### src/rtl/sarg_pkg.sv
// ----------------------------------------------------------------------------
// sarg_pkg: shared types and constants of the servo angle ramp generator
// Widths, register indexes, queue item, divider request/response, back FSM.
// ----------------------------------------------------------------------------
package sarg_pkg;

  localparam int CHANNELS    = 2;
  localparam int CH_IDX_W    = (CHANNELS > 1) ? $clog2(CHANNELS) : 1;

  localparam int CFG_W       = 9;
  localparam int CFG_IDX_W   = 2;
  localparam logic [CFG_IDX_W-1:0] REG_MAX_ANGLE = 2'd0;
  localparam logic [CFG_IDX_W-1:0] REG_SPEED     = 2'd1;
  localparam logic [CFG_IDX_W-1:0] REG_STEP_SIZE = 2'd2;

  localparam logic [7:0] MAX_ANGLE_RST = 8'd180;
  localparam logic [8:0] SPEED_RST     = 9'd60;
  localparam logic [7:0] STEP_SIZE_RST = 8'd3;

  localparam logic [7:0] MAX_ANGLE_LO = 8'd1;
  localparam logic [7:0] MAX_ANGLE_HI = 8'd180;
  localparam logic [8:0] SPEED_LO     = 9'd1;
  localparam logic [8:0] SPEED_HI     = 9'd360;
  localparam logic [7:0] STEP_SIZE_LO = 8'd3;
  localparam logic [7:0] STEP_SIZE_HI = 8'd180;

  localparam int TGT_W   = 13;
  localparam int ANG_W   = 12;
  localparam int HOLD_W  = 18;
  localparam int STEPS_W = 6;

  localparam logic [ANG_W-1:0] SMALL_MOVE = 12'd8;
  localparam int MS_PER_S = 1000;

  // mag * 1000 < 2^22, 16 * speed < 2^13
  localparam int DIV_N_W = 22;
  localparam int DIV_D_W = 13;
  localparam int DIV_CNT_W = $clog2(DIV_N_W + 1);

  localparam int QUEUE_DEPTH = 2;
  localparam int QPTR_W      = (QUEUE_DEPTH > 1) ? $clog2(QUEUE_DEPTH) : 1;
  localparam int QCNT_W      = $clog2(QUEUE_DEPTH + 1);

  typedef struct packed {
    logic [ANG_W-1:0]   max_ang16;  // clamp limit in 1/16 degree
    logic [DIV_D_W-1:0] speed16;
    logic [ANG_W-1:0]   step16;
  } cfg_t;

  typedef struct packed {
    logic                ch_field;
    logic [CH_IDX_W-1:0] ch_idx;
    logic [ANG_W-1:0]    tgt;
  } item_t;

  typedef struct packed {
    logic               start;
    logic [DIV_N_W-1:0] dividend;
    logic [DIV_D_W-1:0] divisor;
  } div_req_t;

  typedef struct packed {
    logic               busy;
    logic               done;
    logic [DIV_N_W-1:0] quotient;
    logic [DIV_D_W-1:0] remainder;
  } div_rsp_t;

  typedef enum logic [2:0] {
    S_IDLE,
    S_DIV_STEPS,
    S_DIV_TIME,
    S_DIV_DELAY,
    S_DIV_INC,
    S_STEP,
    S_FINAL
  } back_state_e;

endpackage

### src/rtl/sarg_front.sv
// ----------------------------------------------------------------------------
// sarg_front: input stage
// Takes items, clamps the target, maps the channel and holds it for the queue.
// ----------------------------------------------------------------------------
module sarg_front import sarg_pkg::*; (
  input  logic                    clk_i,
  input  logic                    rst_ni,
  input  cfg_t                    cfg_i,
  input  logic                    in_valid_i,
  output logic                    in_ready_o,
  input  logic                    channel_i,
  input  logic signed [TGT_W-1:0] target_angle_i,
  output logic                    push_o,
  output item_t                   push_item_o,
  input  logic                    push_ready_i
);

  logic  st_valid_q, st_valid_d;
  item_t st_item_q;
  item_t clamp_item;
  logic  accept;

  always_comb begin
    clamp_item.ch_field = channel_i;
    clamp_item.ch_idx   = CH_IDX_W'((CHANNELS > 1) ? channel_i : 1'b0);
    if (target_angle_i[TGT_W-1]) begin
      clamp_item.tgt = '0;
    end else if (target_angle_i[ANG_W-1:0] > cfg_i.max_ang16) begin
      clamp_item.tgt = cfg_i.max_ang16;
    end else begin
      clamp_item.tgt = target_angle_i[ANG_W-1:0];
    end
  end

  assign in_ready_o = !st_valid_q || push_ready_i;
  assign accept     = in_valid_i && in_ready_o;
  assign push_o     = st_valid_q;
  assign push_item_o = st_item_q;

  always_comb begin
    st_valid_d = st_valid_q;
    if (accept) begin
      st_valid_d = 1'b1;
    end else if (push_ready_i) begin
      st_valid_d = 1'b0;
    end
  end

  always_ff @(posedge clk_i or negedge rst_ni) begin
    if (!rst_ni) begin
      st_valid_q <= 1'b0;
    end else begin
      st_valid_q <= st_valid_d;
    end
  end

  always_ff @(posedge clk_i) begin
    if (accept) begin
      st_item_q <= clamp_item;
    end
  end

endmodule

### src/rtl/sarg_queue.sv
// ----------------------------------------------------------------------------
// sarg_queue: short item queue
// Decouples the input stage from the ramp sequencer.
// ----------------------------------------------------------------------------
module sarg_queue import sarg_pkg::*; (
  input  logic  clk_i,
  input  logic  rst_ni,
  input  logic  push_i,
  input  item_t push_item_i,
  output logic  push_ready_o,
  output logic  pop_valid_o,
  output item_t pop_item_o,
  input  logic  pop_i
);

  item_t             mem_q [QUEUE_DEPTH];
  logic [QPTR_W-1:0] wr_ptr_q, rd_ptr_q;
  logic [QCNT_W-1:0] count_q;
  logic              do_push, do_pop;

  assign push_ready_o = (count_q != QCNT_W'(QUEUE_DEPTH));
  assign pop_valid_o  = (count_q != '0);
  assign pop_item_o   = mem_q[rd_ptr_q];
  assign do_push      = push_i && push_ready_o;
  assign do_pop       = pop_i && pop_valid_o;

  function automatic logic [QPTR_W-1:0] ptr_inc(input logic [QPTR_W-1:0] p);
    ptr_inc = (p == QPTR_W'(QUEUE_DEPTH - 1)) ? '0 : p + 1'b1;
  endfunction

  always_ff @(posedge clk_i or negedge rst_ni) begin
    if (!rst_ni) begin
      wr_ptr_q <= '0;
      rd_ptr_q <= '0;
      count_q  <= '0;
    end else begin
      if (do_push) begin
        wr_ptr_q <= ptr_inc(wr_ptr_q);
      end
      if (do_pop) begin
        rd_ptr_q <= ptr_inc(rd_ptr_q);
      end
      if (do_push && !do_pop) begin
        count_q <= count_q + 1'b1;
      end else if (do_pop && !do_push) begin
        count_q <= count_q - 1'b1;
      end
    end
  end

  always_ff @(posedge clk_i) begin
    if (do_push) begin
      mem_q[wr_ptr_q] <= push_item_i;
    end
  end

  a_count_bound: assert property (@(posedge clk_i) disable iff (!rst_ni)
    count_q <= QCNT_W'(QUEUE_DEPTH))
    else $error("queue overfilled");

endmodule

### src/rtl/sarg_div.sv
// ----------------------------------------------------------------------------
// sarg_div: shared restoring divider
// One quotient bit per cycle; done pulses once quotient and remainder settle.
// ----------------------------------------------------------------------------
module sarg_div import sarg_pkg::*; (
  input  logic     clk_i,
  input  logic     rst_ni,
  input  div_req_t req_i,
  output div_rsp_t rsp_o
);

  logic [DIV_N_W-1:0]   quo_q;
  logic [DIV_D_W-1:0]   rem_q;
  logic [DIV_D_W-1:0]   dvs_q;
  logic [DIV_CNT_W-1:0] cnt_q;
  logic                 busy_q, done_q;
  logic [DIV_D_W:0]     rem_sh;
  logic                 ge;

  assign rem_sh = {rem_q, quo_q[DIV_N_W-1]};
  assign ge     = rem_sh >= {1'b0, dvs_q};

  always_ff @(posedge clk_i or negedge rst_ni) begin
    if (!rst_ni) begin
      busy_q <= 1'b0;
      done_q <= 1'b0;
      cnt_q  <= '0;
    end else begin
      done_q <= 1'b0;
      if (req_i.start && !busy_q) begin
        busy_q <= 1'b1;
        cnt_q  <= DIV_CNT_W'(DIV_N_W);
      end else if (busy_q) begin
        cnt_q <= cnt_q - 1'b1;
        if (cnt_q == DIV_CNT_W'(1)) begin
          busy_q <= 1'b0;
          done_q <= 1'b1;
        end
      end
    end
  end

  always_ff @(posedge clk_i) begin
    if (req_i.start && !busy_q) begin
      quo_q <= req_i.dividend;
      rem_q <= '0;
      dvs_q <= req_i.divisor;
    end else if (busy_q) begin
      quo_q <= {quo_q[DIV_N_W-2:0], ge};
      rem_q <= ge ? DIV_D_W'(rem_sh - {1'b0, dvs_q}) : rem_sh[DIV_D_W-1:0];
    end
  end

  assign rsp_o.busy      = busy_q;
  assign rsp_o.done      = done_q;
  assign rsp_o.quotient  = quo_q;
  assign rsp_o.remainder = rem_q;

endmodule

### src/rtl/sarg_back.sv
// ----------------------------------------------------------------------------
// sarg_back: ramp sequencer
// Holds per-channel angles, sizes the ramp through the divider, emits steps.
// ----------------------------------------------------------------------------
module sarg_back import sarg_pkg::*; (
  input  logic              clk_i,
  input  logic              rst_ni,
  input  cfg_t              cfg_i,
  input  logic              pop_valid_i,
  input  item_t             pop_item_i,
  output logic              pop_o,
  output div_req_t          div_req_o,
  input  div_rsp_t          div_rsp_i,
  output logic              out_valid_o,
  input  logic              out_ready_i,
  output logic              out_channel_o,
  output logic [ANG_W-1:0]  angle_o,
  output logic [HOLD_W-1:0] hold_ms_o,
  output logic              last_o
);

  back_state_e state_q, state_d;

  logic [ANG_W-1:0]    cur_q [CHANNELS];
  logic                ch_field_q;
  logic [CH_IDX_W-1:0] ch_idx_q;
  logic [ANG_W-1:0]    tgt_q, base_q, mag_q;
  logic                up_q;
  logic [STEPS_W-1:0]  steps_q, k_q, racc_q, rm_q;
  logic [HOLD_W-1:0]   delay_q;
  logic [ANG_W-1:0]    qm_q, acc_q;

  logic                out_valid_q, out_last_q, out_ch_q;
  logic [ANG_W-1:0]    out_angle_q;
  logic [HOLD_W-1:0]   out_hold_q;

  logic [ANG_W-1:0]    head_cur, head_mag;
  logic                head_up;
  logic                ld;
  logic [STEPS_W:0]    r_sum;
  logic                carry;
  logic [STEPS_W-1:0]  r_next;
  logic [ANG_W-1:0]    acc_next, step_angle;
  logic [STEPS_W-1:0]  div_steps;

  assign head_cur = cur_q[pop_item_i.ch_idx];
  assign head_up  = pop_item_i.tgt >= head_cur;
  assign head_mag = head_up ? pop_item_i.tgt - head_cur : head_cur - pop_item_i.tgt;

  assign ld = !out_valid_q || out_ready_i;

  // running offset mag*k/steps as quotient plus remainder
  assign r_sum    = {1'b0, racc_q} + {1'b0, rm_q};
  assign carry    = r_sum >= {1'b0, steps_q};
  assign r_next   = carry ? STEPS_W'(r_sum - {1'b0, steps_q}) : r_sum[STEPS_W-1:0];
  assign acc_next = acc_q + qm_q + ANG_W'(carry);
  assign step_angle = up_q ? base_q + acc_next : base_q - acc_next;

  assign div_steps = (div_rsp_i.quotient == '0) ? STEPS_W'(1)
                                                : div_rsp_i.quotient[STEPS_W-1:0];

  always_comb begin
    state_d   = state_q;
    pop_o     = 1'b0;
    div_req_o = '{start: 1'b0, dividend: '0, divisor: '0};
    case (state_q)
      S_IDLE: begin
        if (pop_valid_i) begin
          pop_o = 1'b1;
          if (head_mag >= SMALL_MOVE) begin
            div_req_o = '{start: 1'b1, dividend: DIV_N_W'(head_mag),
                          divisor: DIV_D_W'(cfg_i.step16)};
            state_d = S_DIV_STEPS;
          end
        end
      end
      S_DIV_STEPS: begin
        if (div_rsp_i.done) begin
          div_req_o = '{start: 1'b1,
                        dividend: DIV_N_W'(mag_q) * DIV_N_W'(MS_PER_S),
                        divisor: cfg_i.speed16};
          state_d = S_DIV_TIME;
        end
      end
      S_DIV_TIME: begin
        if (div_rsp_i.done) begin
          div_req_o = '{start: 1'b1, dividend: div_rsp_i.quotient,
                        divisor: DIV_D_W'(steps_q)};
          state_d = S_DIV_DELAY;
        end
      end
      S_DIV_DELAY: begin
        if (div_rsp_i.done) begin
          div_req_o = '{start: 1'b1, dividend: DIV_N_W'(mag_q),
                        divisor: DIV_D_W'(steps_q)};
          state_d = S_DIV_INC;
        end
      end
      S_DIV_INC: begin
        if (div_rsp_i.done) begin
          state_d = S_STEP;
        end
      end
      S_STEP: begin
        if (ld && (k_q + 1'b1 == steps_q)) begin
          state_d = S_FINAL;
        end
      end
      S_FINAL: begin
        if (ld) begin
          state_d = S_IDLE;
        end
      end
      default: state_d = S_IDLE;
    endcase
  end

  always_ff @(posedge clk_i or negedge rst_ni) begin
    if (!rst_ni) begin
      state_q     <= S_IDLE;
      out_valid_q <= 1'b0;
      for (int i = 0; i < CHANNELS; i++) begin
        cur_q[i] <= '0;
      end
    end else begin
      state_q <= state_d;
      if (ld) begin
        out_valid_q <= (state_q == S_STEP) || (state_q == S_FINAL);
      end
      if (state_q == S_FINAL && ld) begin
        cur_q[ch_idx_q] <= tgt_q;
      end
    end
  end

  always_ff @(posedge clk_i) begin
    case (state_q)
      S_IDLE: begin
        if (pop_valid_i) begin
          ch_field_q <= pop_item_i.ch_field;
          ch_idx_q   <= pop_item_i.ch_idx;
          tgt_q      <= pop_item_i.tgt;
          base_q     <= head_cur;
          up_q       <= head_up;
          mag_q      <= head_mag;
        end
      end
      S_DIV_STEPS: begin
        if (div_rsp_i.done) begin
          steps_q <= div_steps;
        end
      end
      S_DIV_DELAY: begin
        if (div_rsp_i.done) begin
          delay_q <= div_rsp_i.quotient[HOLD_W-1:0];
        end
      end
      S_DIV_INC: begin
        if (div_rsp_i.done) begin
          qm_q   <= div_rsp_i.quotient[ANG_W-1:0];
          rm_q   <= div_rsp_i.remainder[STEPS_W-1:0];
          acc_q  <= '0;
          racc_q <= '0;
          k_q    <= '0;
        end
      end
      S_STEP: begin
        if (ld) begin
          acc_q       <= acc_next;
          racc_q      <= r_next;
          k_q         <= k_q + 1'b1;
          out_ch_q    <= ch_field_q;
          out_angle_q <= step_angle;
          out_hold_q  <= delay_q;
          out_last_q  <= 1'b0;
        end
      end
      S_FINAL: begin
        if (ld) begin
          out_ch_q    <= ch_field_q;
          out_angle_q <= tgt_q;
          out_hold_q  <= '0;
          out_last_q  <= 1'b1;
        end
      end
      default: ;
    endcase
  end

  assign out_valid_o   = out_valid_q;
  assign out_channel_o = out_ch_q;
  assign angle_o       = out_angle_q;
  assign hold_ms_o     = out_hold_q;
  assign last_o        = out_last_q;

  a_step_bound: assert property (@(posedge clk_i) disable iff (!rst_ni)
    (state_q == S_STEP) |-> (k_q < steps_q) && (racc_q < steps_q))
    else $error("step counter or remainder out of range");

  a_no_small_ramp: assert property (@(posedge clk_i) disable iff (!rst_ni)
    (state_q == S_DIV_STEPS) |-> (mag_q >= SMALL_MOVE))
    else $error("ramp started for a small move");

  a_final_updates: assert property (@(posedge clk_i) disable iff (!rst_ni)
    (state_q == S_FINAL && ld) |=> (cur_q[ch_idx_q] == tgt_q) && out_last_q)
    else $error("channel angle not updated on final write");

endmodule

### src/rtl/servo_angle_ramp_generator_core.sv
// ----------------------------------------------------------------------------
// servo_angle_ramp_generator_core: linear slew-rate ramp for servo channels
// Config registers, input stage, item queue, shared divider and sequencer.
// ----------------------------------------------------------------------------
// Sequencing: an accepted item passes through four sequential divisions on
//   the one shared divider before its first result.
// Throughput: then one result per cycle while taken; a move under half a
//   degree skips the divisions and emits no result.
// Reset: registers to 180 deg / 60 deg/s / 3 deg, every channel angle zero,
//   queue and output empty.
module servo_angle_ramp_generator_core import sarg_pkg::*; (
  input  logic                    clk_i,
  input  logic                    rst_ni,
  input  logic                    cfg_we_i,
  input  logic [CFG_IDX_W-1:0]    cfg_idx_i,
  input  logic [CFG_W-1:0]        cfg_data_i,
  input  logic                    in_valid_i,
  output logic                    in_ready_o,
  input  logic                    channel_i,
  input  logic signed [TGT_W-1:0] target_angle_i,
  output logic                    out_valid_o,
  input  logic                    out_ready_i,
  output logic                    out_channel_o,
  output logic [ANG_W-1:0]        angle_o,
  output logic [HOLD_W-1:0]       hold_ms_o,
  output logic                    last_o
);

  logic [7:0] max_angle_q, step_size_q;
  logic [8:0] speed_q;
  logic [7:0] max_sat, step_sat;
  logic [8:0] speed_sat;
  cfg_t       cfg;

  always_ff @(posedge clk_i or negedge rst_ni) begin
    if (!rst_ni) begin
      max_angle_q <= MAX_ANGLE_RST;
      speed_q     <= SPEED_RST;
      step_size_q <= STEP_SIZE_RST;
    end else if (cfg_we_i) begin
      case (cfg_idx_i)
        REG_MAX_ANGLE: max_angle_q <= cfg_data_i[7:0];
        REG_SPEED:     speed_q     <= cfg_data_i;
        REG_STEP_SIZE: step_size_q <= cfg_data_i[7:0];
        default: ;
      endcase
    end
  end

  // registers are saturated into range before use
  assign max_sat   = (max_angle_q < MAX_ANGLE_LO) ? MAX_ANGLE_LO :
                     (max_angle_q > MAX_ANGLE_HI) ? MAX_ANGLE_HI : max_angle_q;
  assign speed_sat = (speed_q < SPEED_LO) ? SPEED_LO :
                     (speed_q > SPEED_HI) ? SPEED_HI : speed_q;
  assign step_sat  = (step_size_q < STEP_SIZE_LO) ? STEP_SIZE_LO :
                     (step_size_q > STEP_SIZE_HI) ? STEP_SIZE_HI : step_size_q;

  assign cfg.max_ang16 = {max_sat, 4'b0000};
  assign cfg.speed16   = {speed_sat, 4'b0000};
  assign cfg.step16    = {step_sat, 4'b0000};

  logic     push, push_ready, pop_valid, pop;
  item_t    push_item, pop_item;
  div_req_t div_req;
  div_rsp_t div_rsp;

  sarg_front u_front (
    .clk_i          (clk_i),
    .rst_ni         (rst_ni),
    .cfg_i          (cfg),
    .in_valid_i     (in_valid_i),
    .in_ready_o     (in_ready_o),
    .channel_i      (channel_i),
    .target_angle_i (target_angle_i),
    .push_o         (push),
    .push_item_o    (push_item),
    .push_ready_i   (push_ready)
  );

  sarg_queue u_queue (
    .clk_i        (clk_i),
    .rst_ni       (rst_ni),
    .push_i       (push),
    .push_item_i  (push_item),
    .push_ready_o (push_ready),
    .pop_valid_o  (pop_valid),
    .pop_item_o   (pop_item),
    .pop_i        (pop)
  );

  sarg_div u_div (
    .clk_i  (clk_i),
    .rst_ni (rst_ni),
    .req_i  (div_req),
    .rsp_o  (div_rsp)
  );

  sarg_back u_back (
    .clk_i         (clk_i),
    .rst_ni        (rst_ni),
    .cfg_i         (cfg),
    .pop_valid_i   (pop_valid),
    .pop_item_i    (pop_item),
    .pop_o         (pop),
    .div_req_o     (div_req),
    .div_rsp_i     (div_rsp),
    .out_valid_o   (out_valid_o),
    .out_ready_i   (out_ready_i),
    .out_channel_o (out_channel_o),
    .angle_o       (angle_o),
    .hold_ms_o     (hold_ms_o),
    .last_o        (last_o)
  );

endmodule
### config.mk
export PLATFORM = sky130hd
export DESIGN_NAME = servo_angle_ramp_generator_core
export DESIGN_NICKNAME = d
export VERILOG_FILES = /design/src/rtl/sarg_pkg.sv /design/src/rtl/sarg_front.sv /design/src/rtl/sarg_queue.sv /design/src/rtl/sarg_div.sv /design/src/rtl/sarg_back.sv /design/src/rtl/servo_angle_ramp_generator_core.sv
export SDC_FILE = /design/constraint.sdc
export NUM_CORES = 1
export LEC_CHECK = 0
export BUFFER_PORTS_ARGS = -buffer_cell sky130_fd_sc_hd__buf_2
export CORE_ASPECT_RATIO = 1.1
export CORE_MARGIN = 2
export CORE_UTILIZATION = 45
export DETAILED_ROUTE_END_ITERATION = 10
export PLACE_DENSITY = 0.7
export SETUP_SLACK_MARGIN = 0.2
export SLEW_MARGIN = 20
export SYNTH_ARGS = -nofsm -noshare
export SYNTH_HDL_FRONTEND = slang
export SYNTH_HIERARCHICAL = 1
export SYNTH_SLANG_ARGS = --single-unit
### constraint.sdc
create_clock -name clk_i -period 9.7 [get_ports clk_i]
set_input_delay 0.97 -clock clk_i [delete_from_list [all_inputs] [get_ports clk_i]]
set_output_delay 0.97 -clock clk_i [all_outputs]
set_load 0.02 [all_outputs]
==> summary.md, run 1 <==
| Metric | Value |
|---|---|
| Die Y | 213 µm |
| GRT Overall Usage | 18.5% |
| Worst Path Max Fanout | 10 |
| IO buf count | 63 |
| Flop2flop setup slack | 2.55 ns |
| Share of cells above drive strength 1 | 16.1% |
| Post-Route Setup TNS | 0 ns |
| Final Setup Violations | 0 |
| Clock sinks | 291 |
| CTS tree | built |
| Most frequent CP cell | a21o_1 |
| Clock skew | 0.0429 ns |
| Area added between synthesis and finish | 9.85% |
| Antenna violations before repair | 1 |
| Largest net degree at the start of global routing | 66 |
| Initial Util | 45.5% |
| H-tree lvl count | 1 |
| Syn Inst Count | 1513 |
| Worst-path clk slew | 0.06 ns |
| Iteration-0 DRC count of the detailed router | 774 |
| Worst path slowest cell | a21oi_1 |
| Worst Path Buf+Inv | 3 |
| Die Span X | 194 µm |
| Fillers | 3479 |
| Worst skew pair latency | 0.58 ns |
| Clock root buffer | clkbuf_16 |
| Die ar. | 0.0412 mm² |
| Mapped Area | 0.0178 mm² |
| # resized after CTS | 0 |
| Antenna Cells | 0 |
| Hold_buf cts | 0 |
| RD Place Congestion | 0.852 |
| Worst-Margin Slew | 1.11 ns |
| Post-route ant nets | 0 |
| Cts bufs inserted | 30 |
| Post-CTS Setup Inserts | 0 |
| Pins Over Slew Limit | 0 |
| PnR worst setup slack | 2.55 ns |
| Drt wl/cell | 18.0 µm |
| Unrepaired setup endpoints after global routing | false |
| Crit end category | flip-flop |
| CTS max path bufs | 3 |
| Total grt overflow | 0 |
| WL final | 37800 µm |
| Drt via density | 5.57 |
| Final #Nets | 1781 |
| Min-delay worst type | flip-flop to flip-flop |
| Vias in the first global route | 11800 |
| Worst setup SP type | flip-flop |
| Tcrit/Tclk final | 73.7% |
| Row Count | 76 |
| DRC | 0 |
| Highest clock rate | 140 MHz |
| Hold_sp | u_front/push_item_o[0] |
| Worst Setup SP | u_back/racc_q[0] |
| HPWL after DPL | 27900 µm |
| Max Cap Viol | 0 |
| Area of the multi-input gates | 0.00883 mm² |
| Worst r2r src | u_back/racc_q[0] |
| Syn. warnings | 6 |
| Cell family with most CP delay | compound AO/OA/AOI/OAI gates |
| Syn Area/Cell | 11.8 µm² |
| Arr. time, crit path | 7.47 ns |
| First-pass GRT wire length | 61600 µm |
| Status | finished clean |
| Max incr delay on CP | 0.71 ns |
| WS Path Type | flip-flop to flip-flop |
| CP required | 10.01 ns |
| Final min period | 7.15 ns |
| IO Pins | 64 |
| Core Area | 0.0391 mm² |
| DR pass1 iterations | 5 |
| Sequential cell area | 0.00830 mm² |
| Final hold violation count | 0 |
| Slew headroom | 26.1% |
| Pre-CTS setup slack | 2.63 ns |
| DR vias | 11700 |
-- cells in the final DEF (no fill, tap or decap), types with 13 or more instances in the layout --
master and instances:
a22oi_1 15, nor2_1 68, a22o_1 22, nor2b_1 34
xnor2_1 54, edfxtp_1 213, nand2_1 77, clkbuf_16 31
mux2i_1 24, and2_1 30, inv_1 111, ha_1 131
mux2_2 79, nand2b_1 25, nand3_1 35, fa_1 46
o21ai_0 43, xor2_1 28, dfxtp_1 13, conb_1 13
nand4_1 18, dfrtp_1 55, buf_2 63, a21o_1 35
a21oi_1 66, nor3_1 27
-- path summary, 6_finish.rpt --
check | cells past startpoint | to
hold reg to reg | 0 | u_queue/mem_q[1][0]
setup / recovery | 29 | u_back/angle_o[11]
max in group asynchronous | 2 | max_angle_q[1]
hold / removal | 0 | u_queue/mem_q[1][0]
min in group asynchronous | 2 | u_back/cur_q[9]
setup reg to reg | 29 | u_back/angle_o[11]
-- sequential cells by signal, summed over array words and instances (netlist names), 12 cells and up --
register             cells
u_back/acc_q            12
u_back/angle_o          12
u_back/base_q           12
u_back/cur_q            24
u_back/delay_q          18
u_back/hold_ms_o        18
u_back/mag_q            12
u_back/qm_q             12
u_back/tgt_q            12
u_div/dvs_q             13
u_div/quo_q             22
u_div/rem_q             13
u_front/push_item_o     13
u_queue/mem_q           28
-- worst reg2reg max path: cells and delay by family, from the launching register on --
family | cells | cell delay, ns
AOI/OAI and AO/OA | 13 | 2.92
adders and majority gates | 6 | 1.94
and+or+nand+nor | 4 | 0.72
xor gates and xnor gates | 3 | 0.66
DFF | 1 | 0.38
buffers and inverters | 3 | 0.25
-- area by class of cell --
class,instances,share of cell area [%]
repair buffers,75,2.07
inverters,114,2.19
clock inverters,12,0.538
clock buffers,44,4.34
multi-input cells,1062,45.2
well taps,507,3.24
flip-flops and latches,291,42.4
-- per-stage QoR --
stage,hold WS (ns),cell area (µm²),cells,utilization (%)
global route,0.460,19600,2105,50.0
CTS,0.450,19500,2105,50.0
finish,0.451,19600,2105,50.0
floorplan,0.400,17800,1525,-
detailed placement,0.441,18600,2049,47.6
global placement,0.426,18600,2049,47.6
-- metal layers --
metal / routed length [µm] / GRT usage, % / part of all wire (%)
met2: 18000 / 31.8 / 48
met1: 16600 / 24.6 / 44
met5: 0 / 0 / 0
met4: 1270 / 6.21 / 3.4
met3: 1950 / 2.16 / 5.1
Power of run 1 is left out: the tool's default activity adds up to more than one toggle a clock period on the data nets, which glitch-free logic cannot reach.
==> inputs of run 2 (changes only) <==
--- a/config.mk
+++ b/config.mk
@@ -5,6 +5,7 @@
 export SDC_FILE = /design/constraint.sdc
 export NUM_CORES = 1
 export LEC_CHECK = 0
+export ABC_AREA = 1
 export BUFFER_PORTS_ARGS = -buffer_cell sky130_fd_sc_hd__buf_2
 export CORE_ASPECT_RATIO = 1.1
 export CORE_MARGIN = 2
==> constraint.sdc (replaced) <==
create_clock -name clk_i -period 6.6 [get_ports clk_i]
set_input_delay 0.66 -clock clk_i [delete_from_list [all_inputs] [get_ports clk_i]]
set_output_delay 0.66 -clock clk_i [all_outputs]
set_load 0.02 [all_outputs]
==> run 2 against run 1 <==
Effect of this change:
- maximum frequency up 23%
- non-clock buffer count grew 4
- register-to-register slack got worse by 1.8 ns
- setup slack got worse by 1.8 ns
- critical path type unchanged
- largest cell class unchanged
==> summary.md, run 2 <==
| Metric | Value |
|---|---|
| Final min period | 5.81 ns |
| Pint | 3.64 mW |
| Switching power | 1.72 mW |
| Antenna violations before repair | 0 |
| Core Area | 0.0414 mm² |
| IO Pins | 64 |
| Highest clock rate | 172 MHz |
| Die Y | 219 µm |
| Sw frac | 32.0% |
| Final Setup Violations | 0 |
| HPWL after DPL | 32600 µm |
| Total grt overflow | 0 |
| Cts bufs inserted | 34 |
| Post-layout util | 50.9% |
| Leak Pwr | 9.86 nW |
| Hold_buf cts | 0 |
| Clock sinks | 291 |
| GRT Overall Usage | 20.8% |
| H-tree lvl count | 2 |
| Max incr delay on CP | 0.53 ns |
| Largest net degree at the start of global routing | 66 |
| WS Path Type | flip-flop to flip-flop |
| Clock Power Share | 35.1% |
| Tcrit/Tclk final | 88.0% |
| Largest reg by FF count | u_queue/mem_q |
| Mapped Area | 0.0190 mm² |
| Antenna Cells | 0 |
| Post-CTS Setup Inserts | 0 |
| Slew headroom | 30.9% |
| Met3 usage | 3.43% |
| Die ar. | 0.0438 mm² |
| DR vias | 14800 |
| Status | finished clean |
| First-pass GRT wire length | 72100 µm |
| Clock skew | 0.0271 ns |
| Max FFs per register | 28 |
| Peak VDD IR | 0.241 mV |
| Drt wl/cell | 14.9 µm |
| Worst r2r src | u_back/racc_q[0] |
| Hold_sp | channel_i |
| IO buf count | 63 |
| Row Count | 78 |
| Gr busiest metal | met2 |
| Share of cells above drive strength 1 | 9.97% |
| Syn. warnings | 6 |
| Worst-Margin Slew | 1.04 ns |
| Vias in the first global route | 14400 |
| Worst skew pair latency | 0.54 ns |
| CTS max path bufs | 3 |
| Min-delay worst type | input port to flip-flop |
| Initial Util | 45.8% |
| Final hold violation count | 0 |
| Post-Route Setup TNS | 0 ns |
| Met1 Use GR | 26.9% |
| Met2 Use GR | 35.6% |
| Worst-path clk slew | 0.06 ns |
| Arr. time, crit path | 6.08 ns |
| CTS tree | built |
| CP required | 6.87 ns |
| Worst Path Max Fanout | 9 |
| Commonest cells after routing, fill and taps aside | nand2_1, inv_1, edfxtp_1 |
| Die Span X | 200 µm |
| # resized after CTS | 0 |
| Cell family with most CP delay | adder cells |
| Pins Over Slew Limit | 0 |
| Worst setup SP type | flip-flop |
| Syn Inst Count | 2266 |
| PwrDens | 255 mW/mm² |
| Final #Nets | 2548 |
| Crit end category | flip-flop |
| Worst path slowest cell | fa_2 |
| Syn Area/Cell | 8.37 µm² |
| Clock root buffer | clkbuf_16 |
| WL final | 43600 µm |
| Area added between synthesis and finish | 11.1% |
| RD Place Congestion | 0.916 |
| Post-route ant nets | 0 |
| Most common cell after layout, fill and taps aside | nand2_1 |
| Comb pwr share | 24.2% |
| DR pass1 iterations | 5 |
| Drt via density | 5.07 |
| Worst Setup SP | u_back/racc_q[0] |
| Unrepaired setup endpoints after global routing | false |
| Max Cap Viol | 0 |
| Biggest regs | u_queue/mem_q: 28 flops, u_back/cur_q: 24 flops, u_div/quo_q: 22 flops |
| DRC | 0 |
| Seq pwr share | 40.7% |
| Iteration-0 DRC count of the detailed router | 898 |
| Worst Path Buf+Inv | 8 |
run 2: cell type report:
cell class              instances  area (µm²)
clock buffers                  45         953
clock inverters                16         170
fillers                      3916       20300
inverters                     375        1410
multi-input cells            1560        9060
flip-flops and latches        291        8300
well taps                     560         701
repair buffers                 79         475
run 2: power by group through the flow:
| stage | registers, mW | clock network (mW) | logic, mW |
|---|---|---|---|
| after floorplan | 2.20 | 0 | 0.946 |
| after global placement | 2.21 | 0 | 1.26 |
| after detailed placement | 2.22 | 0 | 1.28 |
| after CTS | 2.18 | 1.93 | 1.29 |
| after global routing | 2.19 | 2.00 | 1.45 |
| final | 2.18 | 1.88 | 1.30 |
run 2: stage by stage:
stage | total power [mW] | area [µm²] | cells | setup WS [ns] | hold slack, ns
finish | 5.36 | 21100 | 2926 | 0.792 | 0.314
global route | 5.65 | 21100 | 2926 | 0.225 | 0.289
CTS | 5.40 | 21000 | 2926 | 0.520 | 0.287
detailed placement | 3.50 | 19900 | 2865 | 0.530 | 0.431
global placement | 3.47 | 19800 | 2863 | 0.604 | 0.423
floorplan | 3.15 | 19000 | 2278 | 1.28 | 0.364
run 2: per-layer routing:
| metal | vias to the layer above | wire (µm) |
|---|---|---|
| met5 | - | 0 |
| met1 | 6995 | 19500 |
| met3 | 67 | 2080 |
| li1 | 7427 | - |
| met4 | 0 | 1180 |
| met2 | 336 | 20800 |
run 2: worst register-to-register path, delay by kind of cell, from the launching register on:
kind / cells / cell delay (ns)
simple gates: 19 / 1.88
buf+inv: 8 / 0.65
xor+xnor: 1 / 0.11
flops: 1 / 0.33
fa+ha+maj: 6 / 2.12
compound gates: 4 / 0.48
run 2: final timing paths:
kind,to,slack (ns),cells after the start
worst max-delay path,u_back/angle_o[11],0.79,38
worst min-delay path,u_front/push_item_o[12],0.31,1
worst max register to register,u_back/angle_o[11],0.79,38
worst min register to register,u_queue/mem_q[0][4],0.44,0
max in group asynchronous,speed_q[1],5.65,2
min in group asynchronous,u_back/cur_q[8],0.34,2
Power figures use the tool's default switching activity.
